$ cat config.mk
export PLATFORM = sky130hd
export DESIGN_NAME = rgb_triplet_text_parser_flat
export DESIGN_NICKNAME = d
export VERILOG_FILES = /design/src/rtl/core/rgbtp_pkg.sv /design/src/rtl/core/rgbtp_if.sv /design/src/rtl/core/rgb_triplet_text_parser.sv /design/src/rtl/core/rgbtp_parse.sv /design/src/rtl/core/rgbtp_out_reg.sv /design/src/flat_wrapper.sv
export SDC_FILE = /design/constraint.sdc
export NUM_CORES = 1
export LEC_CHECK = 0
export ABC_AREA = 1
export BUFFER_PORTS_ARGS = -buffer_cell sky130_fd_sc_hd__buf_2
export CORE_AREA = 3 3 110 112
export DETAILED_ROUTE_END_ITERATION = 8
export DIE_AREA = 0 0 113 115
export GPL_ROUTABILITY_DRIVEN = 1
export GPL_TIMING_DRIVEN = 0
export PLACE_DENSITY_LB_ADDON = 0.1
export SKIP_CTS_REPAIR_TIMING = 1
export SYNTH_ARGS = -nofsm -noshare
export SYNTH_HDL_FRONTEND = slang
export SYNTH_SLANG_ARGS = --single-unit
$ cat constraint.sdc
create_clock -name clk -period 4.43 [get_ports clk]
set_clock_uncertainty 0.15 [all_clocks]
set_input_delay 0.6645 -clock clk [delete_from_list [all_inputs] [get_ports clk]]
set_output_delay 0.6645 -clock clk [all_outputs]
set_load 0.005 [all_outputs]
$ cat src/rtl/core/rgbtp_pkg.sv
package rgbtp_pkg;

	localparam int unsigned ChW    = 8;
	localparam int unsigned ColorW = 24;
	localparam int unsigned AccW   = 10;
	localparam int unsigned CompW  = 8;

	localparam logic [ChW-1:0] CH_ZERO  = 8'h30;
	localparam logic [ChW-1:0] CH_NINE  = 8'h39;
	localparam logic [ChW-1:0] CH_COMMA = 8'h2C;
	localparam logic [ChW-1:0] CH_SPACE = 8'h20;
	localparam logic [ChW-1:0] CH_TAB   = 8'h09;
	localparam logic [ChW-1:0] CH_CR    = 8'h0D;

	localparam logic [AccW-1:0] COMP_MAX = 10'h0FF;

	localparam logic TGT_CEILING = 1'b0;
	localparam logic TGT_FLOOR   = 1'b1;

	typedef struct packed {
		logic [ChW-1:0] ch;
		logic           last;
		logic           target;
		logic           already_entered;
		logic           map_started;
	} in_item_t;

	typedef struct packed {
		logic              status;
		logic              which;
		logic [ColorW-1:0] color;
	} res_t;

endpackage

$ cat src/rtl/core/rgbtp_if.sv
interface rgbtp_in_if;
	import rgbtp_pkg::*;

	logic           valid;
	logic           ready;
	logic [ChW-1:0] ch;
	logic           last;
	logic           target;
	logic           already_entered;
	logic           map_started;

	modport source(output valid, ch, last, target, already_entered, map_started, input ready);
	modport sink(input valid, ch, last, target, already_entered, map_started, output ready);
endinterface

interface rgbtp_out_if;
	import rgbtp_pkg::*;

	logic              valid;
	logic              ready;
	logic              status;
	logic              which;
	logic [ColorW-1:0] color;

	modport source(output valid, status, which, color, input ready);
	modport sink(input valid, status, which, color, output ready);
endinterface

$ cat src/rtl/core/rgb_triplet_text_parser.sv
// A line's result is registered and shown in the cycle after its last character.
// Throughput: one character per cycle unless stalled; state updates per transfer.
// Characters are taken whenever the result register is empty or being drained.
// Reset clears the parse state, both color registers and the result valid.
module rgb_triplet_text_parser
	import rgbtp_pkg::*;
(
	input  logic         clk,
	input  logic         arst_n,
	rgbtp_in_if.sink     chars,
	rgbtp_out_if.source  result
);

	in_item_t          item;
	res_t              res;
	logic              accept, can_load;
	logic [ColorW-1:0] floor_rgb, ceil_rgb;

	assign item.ch              = chars.ch;
	assign item.last            = chars.last;
	assign item.target          = chars.target;
	assign item.already_entered = chars.already_entered;
	assign item.map_started     = chars.map_started;

	assign chars.ready = can_load;
	assign accept      = chars.valid && can_load;

	rgbtp_parse u_parse (
		.clk       (clk),
		.arst_n    (arst_n),
		.accept    (accept),
		.item      (item),
		.res       (res),
		.floor_rgb (floor_rgb),
		.ceil_rgb  (ceil_rgb)
	);

	rgbtp_out_reg u_out (
		.clk      (clk),
		.arst_n   (arst_n),
		.load     (accept && item.last),
		.res_d    (res),
		.can_load (can_load),
		.result   (result)
	);

	a_last_gives_result: assert property (@(posedge clk) disable iff (!arst_n)
		accept && chars.last |=> result.valid)
		else $error("line end without result");

	a_fail_is_zero: assert property (@(posedge clk) disable iff (!arst_n)
		result.valid && !result.status |-> (result.color == '0) && !result.which)
		else $error("failure carries a color");

	a_floor_stored: assert property (@(posedge clk) disable iff (!arst_n)
		result.valid && result.status && result.which |-> floor_rgb == result.color)
		else $error("floor color not stored");

	a_ceiling_stored: assert property (@(posedge clk) disable iff (!arst_n)
		result.valid && result.status && !result.which |-> ceil_rgb == result.color)
		else $error("ceiling color not stored");

endmodule

$ cat src/rtl/core/rgbtp_parse.sv
module rgbtp_parse
	import rgbtp_pkg::*;
(
	input  logic              clk,
	input  logic              arst_n,
	input  logic              accept,
	input  in_item_t          item,
	output res_t              res,
	output logic [ColorW-1:0] floor_rgb,
	output logic [ColorW-1:0] ceil_rgb
);

	typedef enum logic [1:0] {
		PH_IDENT,
		PH_SPACE,
		PH_FIELD
	} phase_t;

	phase_t              phase_q, n_phase;
	logic [1:0]          field_q, n_field;
	logic [1:0]          digits_q, n_digits;
	logic                lzero_q, n_lzero;
	logic [AccW-1:0]     acc_q, n_acc;
	logic                bad_q, n_bad;
	logic [2*CompW-1:0]  rg_q, n_rg;
	logic [ColorW-1:0]   floor_q, ceiling_q;

	logic                is_digit, is_comma, is_space, field_go, ok;
	logic [AccW-1:0]     acc_x10;

	assign is_digit = (item.ch >= CH_ZERO) && (item.ch <= CH_NINE);
	assign is_comma = item.ch == CH_COMMA;
	assign is_space = (item.ch == CH_SPACE) || ((item.ch >= CH_TAB) && (item.ch <= CH_CR));
	assign acc_x10  = AccW'({acc_q, 3'b000} + {2'b00, acc_q, 1'b0});

	always_comb begin
		n_phase  = phase_q;
		n_field  = field_q;
		n_digits = digits_q;
		n_lzero  = lzero_q;
		n_acc    = acc_q;
		n_bad    = bad_q;
		n_rg     = rg_q;
		field_go = 1'b0;
		if (!bad_q) begin
			unique case (phase_q)
				PH_IDENT: n_phase = PH_SPACE;
				PH_SPACE: begin
					if (!is_space) begin
						n_phase  = PH_FIELD;
						field_go = 1'b1;
					end
				end
				PH_FIELD: field_go = 1'b1;
				default:  n_phase = PH_IDENT;
			endcase
		end
		if (field_go) begin
			if (is_digit) begin
				if ((digits_q == 2'd3) || ((digits_q == 2'd1) && lzero_q)) begin
					n_bad = 1'b1;
				end else begin
					if (digits_q == 2'd0) begin
						n_lzero = item.ch == CH_ZERO;
					end
					n_acc    = acc_x10 + AccW'(item.ch - CH_ZERO);
					n_digits = digits_q + 2'd1;
				end
			end else if (is_comma) begin
				if ((digits_q == 2'd0) || (field_q == 2'd2) || (acc_q > COMP_MAX)) begin
					n_bad = 1'b1;
				end else begin
					n_rg     = {rg_q[CompW-1:0], acc_q[CompW-1:0]};
					n_field  = field_q + 2'd1;
					n_digits = 2'd0;
					n_lzero  = 1'b0;
					n_acc    = '0;
				end
			end else begin
				n_bad = 1'b1;
			end
		end
		ok = !n_bad && (n_phase == PH_FIELD) && (n_field == 2'd2) && (n_digits != 2'd0)
			&& (n_acc <= COMP_MAX) && !item.already_entered && !item.map_started;
		res.status = ok;
		res.which  = ok & item.target;
		res.color  = ok ? {n_rg, n_acc[CompW-1:0]} : '0;
	end

	always_ff @(posedge clk or negedge arst_n) begin
		if (!arst_n) begin
			phase_q   <= PH_IDENT;
			field_q   <= '0;
			digits_q  <= '0;
			lzero_q   <= 1'b0;
			acc_q     <= '0;
			bad_q     <= 1'b0;
			rg_q      <= '0;
			floor_q   <= '0;
			ceiling_q <= '0;
		end else if (accept) begin
			if (item.last) begin
				phase_q  <= PH_IDENT;
				field_q  <= '0;
				digits_q <= '0;
				lzero_q  <= 1'b0;
				acc_q    <= '0;
				bad_q    <= 1'b0;
				rg_q     <= '0;
				if (ok) begin
					if (item.target == TGT_FLOOR) begin
						floor_q <= res.color;
					end else begin
						ceiling_q <= res.color;
					end
				end
			end else begin
				phase_q  <= n_phase;
				field_q  <= n_field;
				digits_q <= n_digits;
				lzero_q  <= n_lzero;
				acc_q    <= n_acc;
				bad_q    <= n_bad;
				rg_q     <= n_rg;
			end
		end
	end

	assign floor_rgb = floor_q;
	assign ceil_rgb  = ceiling_q;

endmodule

$ cat src/rtl/core/rgbtp_out_reg.sv
module rgbtp_out_reg
	import rgbtp_pkg::*;
(
	input  logic         clk,
	input  logic         arst_n,
	input  logic         load,
	input  res_t         res_d,
	output logic         can_load,
	rgbtp_out_if.source  result
);

	logic valid_q;
	res_t res_q;

	assign can_load = !valid_q || result.ready;

	always_ff @(posedge clk or negedge arst_n) begin
		if (!arst_n) begin
			valid_q <= 1'b0;
		end else if (load) begin
			valid_q <= 1'b1;
		end else if (result.ready) begin
			valid_q <= 1'b0;
		end
	end

	always_ff @(posedge clk) begin
		if (load) begin
			res_q <= res_d;
		end
	end

	assign result.valid  = valid_q;
	assign result.status = res_q.status;
	assign result.which  = res_q.which;
	assign result.color  = res_q.color;

endmodule

$ cat src/flat_wrapper.sv
// flat-port wrapper written by rule: the top's interface ports become plain ports
module rgb_triplet_text_parser_flat import rgbtp_pkg::*;
  (clk, arst_n, chars_valid, chars_ch, chars_last, chars_target, chars_already_entered, chars_map_started, chars_ready, result_valid, result_status, result_which, result_color, result_ready);
  rgbtp_in_if chars_i ();
  rgbtp_out_if result_i ();
  input  logic clk;
  input  logic arst_n;
  input wire logic [$bits(chars_i.valid)-1:0] chars_valid;
  input wire logic [$bits(chars_i.ch)-1:0] chars_ch;
  input wire logic [$bits(chars_i.last)-1:0] chars_last;
  input wire logic [$bits(chars_i.target)-1:0] chars_target;
  input wire logic [$bits(chars_i.already_entered)-1:0] chars_already_entered;
  input wire logic [$bits(chars_i.map_started)-1:0] chars_map_started;
  output wire logic [$bits(chars_i.ready)-1:0] chars_ready;
  output wire logic [$bits(result_i.valid)-1:0] result_valid;
  output wire logic [$bits(result_i.status)-1:0] result_status;
  output wire logic [$bits(result_i.which)-1:0] result_which;
  output wire logic [$bits(result_i.color)-1:0] result_color;
  input wire logic [$bits(result_i.ready)-1:0] result_ready;
  assign chars_i.valid = chars_valid;
  assign chars_i.ch = chars_ch;
  assign chars_i.last = chars_last;
  assign chars_i.target = chars_target;
  assign chars_i.already_entered = chars_already_entered;
  assign chars_i.map_started = chars_map_started;
  assign chars_ready = chars_i.ready;
  assign result_valid = result_i.valid;
  assign result_status = result_i.status;
  assign result_which = result_i.which;
  assign result_color = result_i.color;
  assign result_i.ready = result_ready;
  rgb_triplet_text_parser u_core (.clk(clk), .arst_n(arst_n), .chars(chars_i), .result(result_i));
endmodule
==> metrics list <==
- Cell accounting for the most synthesized area: sky130_fd_sc_hd__dfrtp_1
- For met1 alone, demand over resource in global routing was 0.202.
* Maximum number of pins on one net before global-route repair: 36
- Via count of the routed design: 3067
- Dividing the detail-routed via count by the number of cells gives 4.85.
- Starting Density: 0.344
- Final estimated routing congestion in global placement: 0.838
- Of the total synthesized cell area, the portion taken by XOR and XNOR cells is 0.0158.
* Grt met3 use: 0.0332
* Clock transition time at the flip-flop clock pins of the worst setup and hold paths: 50 ps
- Top-level port count: 44
- Max VDD drop: 0.173 mV
* Worst Hold Slack: 304 ps
- During placement, the flow inserted port buffers numbering 43.
* Startpoint of the worst register-to-register path: u_core.u_parse.acc_q[2]
- TritonCTS built the clock tree.
* Part of the total power dissipated in the clock network: 0.430
- The run finished with clean final reports.
- Summed over all cells, the static leakage comes to 0.00195 uW.
- Number of flops mapped to enable cells by yosys: 26
- Core Region: 11300 um^2
* Clock buffers created by TritonCTS: 9
- Logic pwr share: 0.181
- Portion of the post-synthesis area used by sequential elements: 0.426
- The tightest min-delay check is of the in -> async type.
- For this block, the initial DRC count from the detailed router was 139.
- The count of cells in the finished layout, fillers not included, comes to 632.
- Switching share of power: 0.287
- Cell seen most often among critical-path stages: sky130_fd_sc_hd__nand2_1
- Setup violations remaining at the end of the flow were counted as 0.
- Share of the synthesized area in the top cell type: 0.225
- Vias in the first global route: 3092
- Compared with the post-synthesis result, the final layout area differs by 18.1%.
* Placed cell count: 616
- Number of antenna violations at the first check in global routing: 0
- The slowest stage of the critical path is the sky130_fd_sc_hd__fa_1 cell.
* Final Critical Period: 3500 ps
- The die is 115 um tall.
- Area contributors post-synth: sky130_fd_sc_hd__dfrtp_1 (23%), sky130_fd_sc_hd__edfxtp_1 (20%), sky130_fd_sc_hd__nand2_1 (7.8%), sky130_fd_sc_hd__nor2_4 (7.2%), sky130_fd_sc_hd__ha_1 (6.4%)
- Reg2reg setup slack: 1250 ps
- Compound-Gate Fraction of Synth Area: 0.129
* Worst r2r path cells: 14
- The repair_antennas step left the layout with diodes totalling 0.
- Slowest Stage Delay on Critical Path: 450 ps
- Crit path launch type: input pin
- Residual overflow from global routing: 0
- For the worst setup path, the data arrival time is 3420 ps.
- Pwr per Cell Area: 354 nW/um^2
- The die covers 13000 um^2.
* Delay-heaviest family, CP: adder cells
* Detail Route Antenna Nets: 0
* Adder and majority cell fraction of the synthesized area: 0.100
* RSZ-0062 raised after global routing: no
- Number of synthesized register bits: 61
* Root buf cell: sky130_fd_sc_hd__clkbuf_16
- Crit share post-route: 0.791
* Max-cap violations: 0
- H-tree depth: 3
* Global-route wire length before repair: 15800 um
- In this run the most used layer during global routing was met2.
- Peak Freq: 285 MHz
- Critical path start-end classification: in -> reg
- Deepest clock path buffer count: 2
- After detailed routing, the number of remaining DRC violations is 0.
- Measured against its own limit, the worst slew margin works out to 0.420.
- The internal portion of the total power is 1160 uW.
- The portion of synthesized area spent on multiplexers is 0.
- Row generation in the floorplan step produced 39 rows.
- The number of different library cells used by synthesis comes to 37.
- STA classifies the critical path endpoint as a flop.
* Met2 Usage GRT: 0.255
- Transition time at the pin with the least slew margin: 871 ps
* DP Wirelength: 7250 um
- Averaged over all synthesized cells, the footprint is 9.07 um^2.
- Yosys warnings: 0
- Proportion of register bits with asynchronous set or reset after synthesis: 0.574
* Post-synthesis instance area: 3890 um^2
- Tot GR Track Use: 0.155
- Counting buffers and inverters, the worst setup path is 17 cells deep.
- The number of nets handed over by synthesis was 472.
- Switching power: 466 uW
- The pre-antenna-repair detailed-routing pass consisted of 4 iterations.
- Reg-to-reg endpoint: u_core.u_out.result.color[23]
- Final Routed Wirelength: 9490 um
* Number of sinks handled by clock tree synthesis: 61
- CP Cell Sequence: buf_2 -> ha_1 -> xnor2_1 -> fa_1 -> ha_1 -> nand2_1 -> nand2_1 -> nand3_1 -> nand2_1 -> a21oi_1 -> xor2_1 -> nand2_1 -> o21ai_1 -> nor2_2 -> nand3_4 -> buf_12 -> nor2_4
* Power share of the sequential group: 0.389
* Most instantiated flip-flop cell in the synthesis netlist: sky130_fd_sc_hd__dfrtp_1
- Net count, final: 527
* Synthesized instance count: 429
- For the final routed database, the setup TNS stands at 0 ps.
- The final hold violation count was 0.
* Required time reported for the critical path endpoint: 4340 ps
- Of the total synthesized cell area, the portion taken by AND, OR, NAND and NOR gates is 0.249.
- Mean routed wirelength per cell: 15.0 um
* Final Max Tran Viols: 0
* Die X-Extent: 113 um
- Crit Path Max Fanout: 10
- Latest clock arrival within the worst-skew pair: 330 ps
- By area, the combinational part of the netlist is dominated by simple AND/OR/NAND/NOR gates.
- Number of buffer and inverter instances along the worst setup path: 2
- Of the cells placed in the final design, the portion with a size suffix greater than 1 is 0.241.
sequential cells by signal, indices dropped and copies added (netlist names), 2 cells and up:
register	flops
u_core.u_parse.field_q	2
u_core.u_parse.phase_q	2
u_core.u_parse.rg_q	16
u_core.u_parse.digits_q	2
u_core.u_out.result.color	24
u_core.u_parse.acc_q	10
how the worst max path moves through the flow:
| stage | startpoint | to | slack [ps] |
|---|---|---|---|
| after global routing | chars_ch[4] | u_core.u_out.result.color[15] | 700 |
| after global placement | chars_ch[4] | u_core.u_out.result.color[15] | 560 |
| final | chars_ch[4] | u_core.u_out.result.color[15] | 930 |
| after CTS | chars_ch[4] | u_core.u_out.result.color[15] | 890 |
| after floorplan | chars_ch[4] | u_core.u_out.result.color[14] | 1040 |
| after detailed placement | chars_ch[4] | u_core.u_out.result.color[15] | 580 |
stage by stage:
| step | total power (uW) | setup slack, ps | area (um^2) | util |
|---|---|---|---|---|
| floorplan | 851 | 1040 | 3890 | - |
| global placement | 936 | 560 | 4280 | 0.378 |
| detailed placement | 941 | 576 | 4300 | 0.380 |
| CTS | 1640 | 895 | 4600 | 0.406 |
| global route | 1710 | 698 | 4600 | 0.406 |
| finish | 1630 | 925 | 4600 | 0.406 |
power by group through the flow:
stage / Clock (uW) / Combinational, uW / Sequential [uW]
2_1_floorplan: 0 / 211 / 641
3_3_place_gp: 0 / 292 / 644
3_5_place_dp: 0 / 297 / 644
4_1_cts: 711 / 299 / 633
5_1_grt: 740 / 336 / 636
6_report: 699 / 294 / 633
placed cells by master, fill, tap and decap left out, types with 2 or more instances in the layout:
cell	n
sky130_fd_sc_hd__inv_2	6
sky130_fd_sc_hd__buf_2	46
sky130_fd_sc_hd__nand4_1	3
sky130_fd_sc_hd__o21ai_0	30
sky130_fd_sc_hd__a21o_1	2
sky130_fd_sc_hd__nor2_4	25
sky130_fd_sc_hd__nand2_1	81
sky130_fd_sc_hd__nand3_4	2
sky130_fd_sc_hd__nand2_4	2
sky130_fd_sc_hd__nor3_1	2
sky130_fd_sc_hd__clkinv_1	2
sky130_fd_sc_hd__nand3_2	4
sky130_fd_sc_hd__nand3_1	13
sky130_fd_sc_hd__ha_1	20
sky130_fd_sc_hd__fa_1	7
sky130_fd_sc_hd__dfrtp_1	35
sky130_fd_sc_hd__nor2_2	4
sky130_fd_sc_hd__nand3b_1	2
sky130_fd_sc_hd__edfxtp_1	26
sky130_fd_sc_hd__o22ai_1	20
sky130_fd_sc_hd__nand2_2	8
sky130_fd_sc_hd__xnor2_1	2
sky130_fd_sc_hd__a21oi_1	15
sky130_fd_sc_hd__clkinv_2	2
sky130_fd_sc_hd__buf_12	2
sky130_fd_sc_hd__nor2_1	26
sky130_fd_sc_hd__clkbuf_1	8
sky130_fd_sc_hd__inv_1	54
sky130_fd_sc_hd__clkbuf_16	9
sky130_fd_sc_hd__xor2_1	5
sky130_fd_sc_hd__a31oi_1	2
sky130_fd_sc_hd__o21a_1	2
sky130_fd_sc_hd__o21ai_1	12
routing by layer:
layer	up-vias	routed length, um
met5	-	0
met4	0	203
met3	17	318
met2	53	4480
met1	1466	4490
li1	1531	-
Yosys cell counts (2+ instances only):
cell type / number
sky130_fd_sc_hd__nand4_1: 3
sky130_fd_sc_hd__edfxtp_1: 26
sky130_fd_sc_hd__a21o_1: 2
sky130_fd_sc_hd__inv_2: 6
sky130_fd_sc_hd__nand3_2: 4
sky130_fd_sc_hd__nand3_4: 2
sky130_fd_sc_hd__a31oi_1: 2
sky130_fd_sc_hd__nand2_1: 81
sky130_fd_sc_hd__nor2_2: 3
sky130_fd_sc_hd__inv_1: 54
sky130_fd_sc_hd__o21ai_0: 30
sky130_fd_sc_hd__o22ai_1: 20
sky130_fd_sc_hd__xor2_1: 5
sky130_fd_sc_hd__a21oi_1: 15
sky130_fd_sc_hd__nor2_4: 25
sky130_fd_sc_hd__xnor2_1: 2
sky130_fd_sc_hd__clkbuf_1: 7
sky130_fd_sc_hd__nor3_1: 2
sky130_fd_sc_hd__nor2_1: 27
sky130_fd_sc_hd__nand3_1: 13
sky130_fd_sc_hd__ha_1: 20
sky130_fd_sc_hd__buf_2: 3
sky130_fd_sc_hd__dfrtp_1: 35
sky130_fd_sc_hd__buf_12: 2
sky130_fd_sc_hd__fa_1: 7
sky130_fd_sc_hd__nand3b_1: 2
sky130_fd_sc_hd__o21a_1: 2
sky130_fd_sc_hd__nand2_2: 8
sky130_fd_sc_hd__nand2_4: 2
sky130_fd_sc_hd__o21ai_1: 12
cell type report:
class	instances	area, um^2
fillers	1157	6730
multi-input cells	295	1920
clock buffers	11	243
inverters	61	230
repair buffers	44	230
well taps	143	179
clock inverters	5	51.3
flip-flops and latches	61	1660
plain buffers	12	81.3
cells by family (layout without fill, tap and decap cells):
kind of cell    count (synthesis)  count (layout)
compound gates                 88              88
simple gates                  173             173
flops                          61              61
fa+ha+maj                      27              27
xor+xnor                        7               7
buf+inv                        73             133
(Power assumes the default switching activity.)
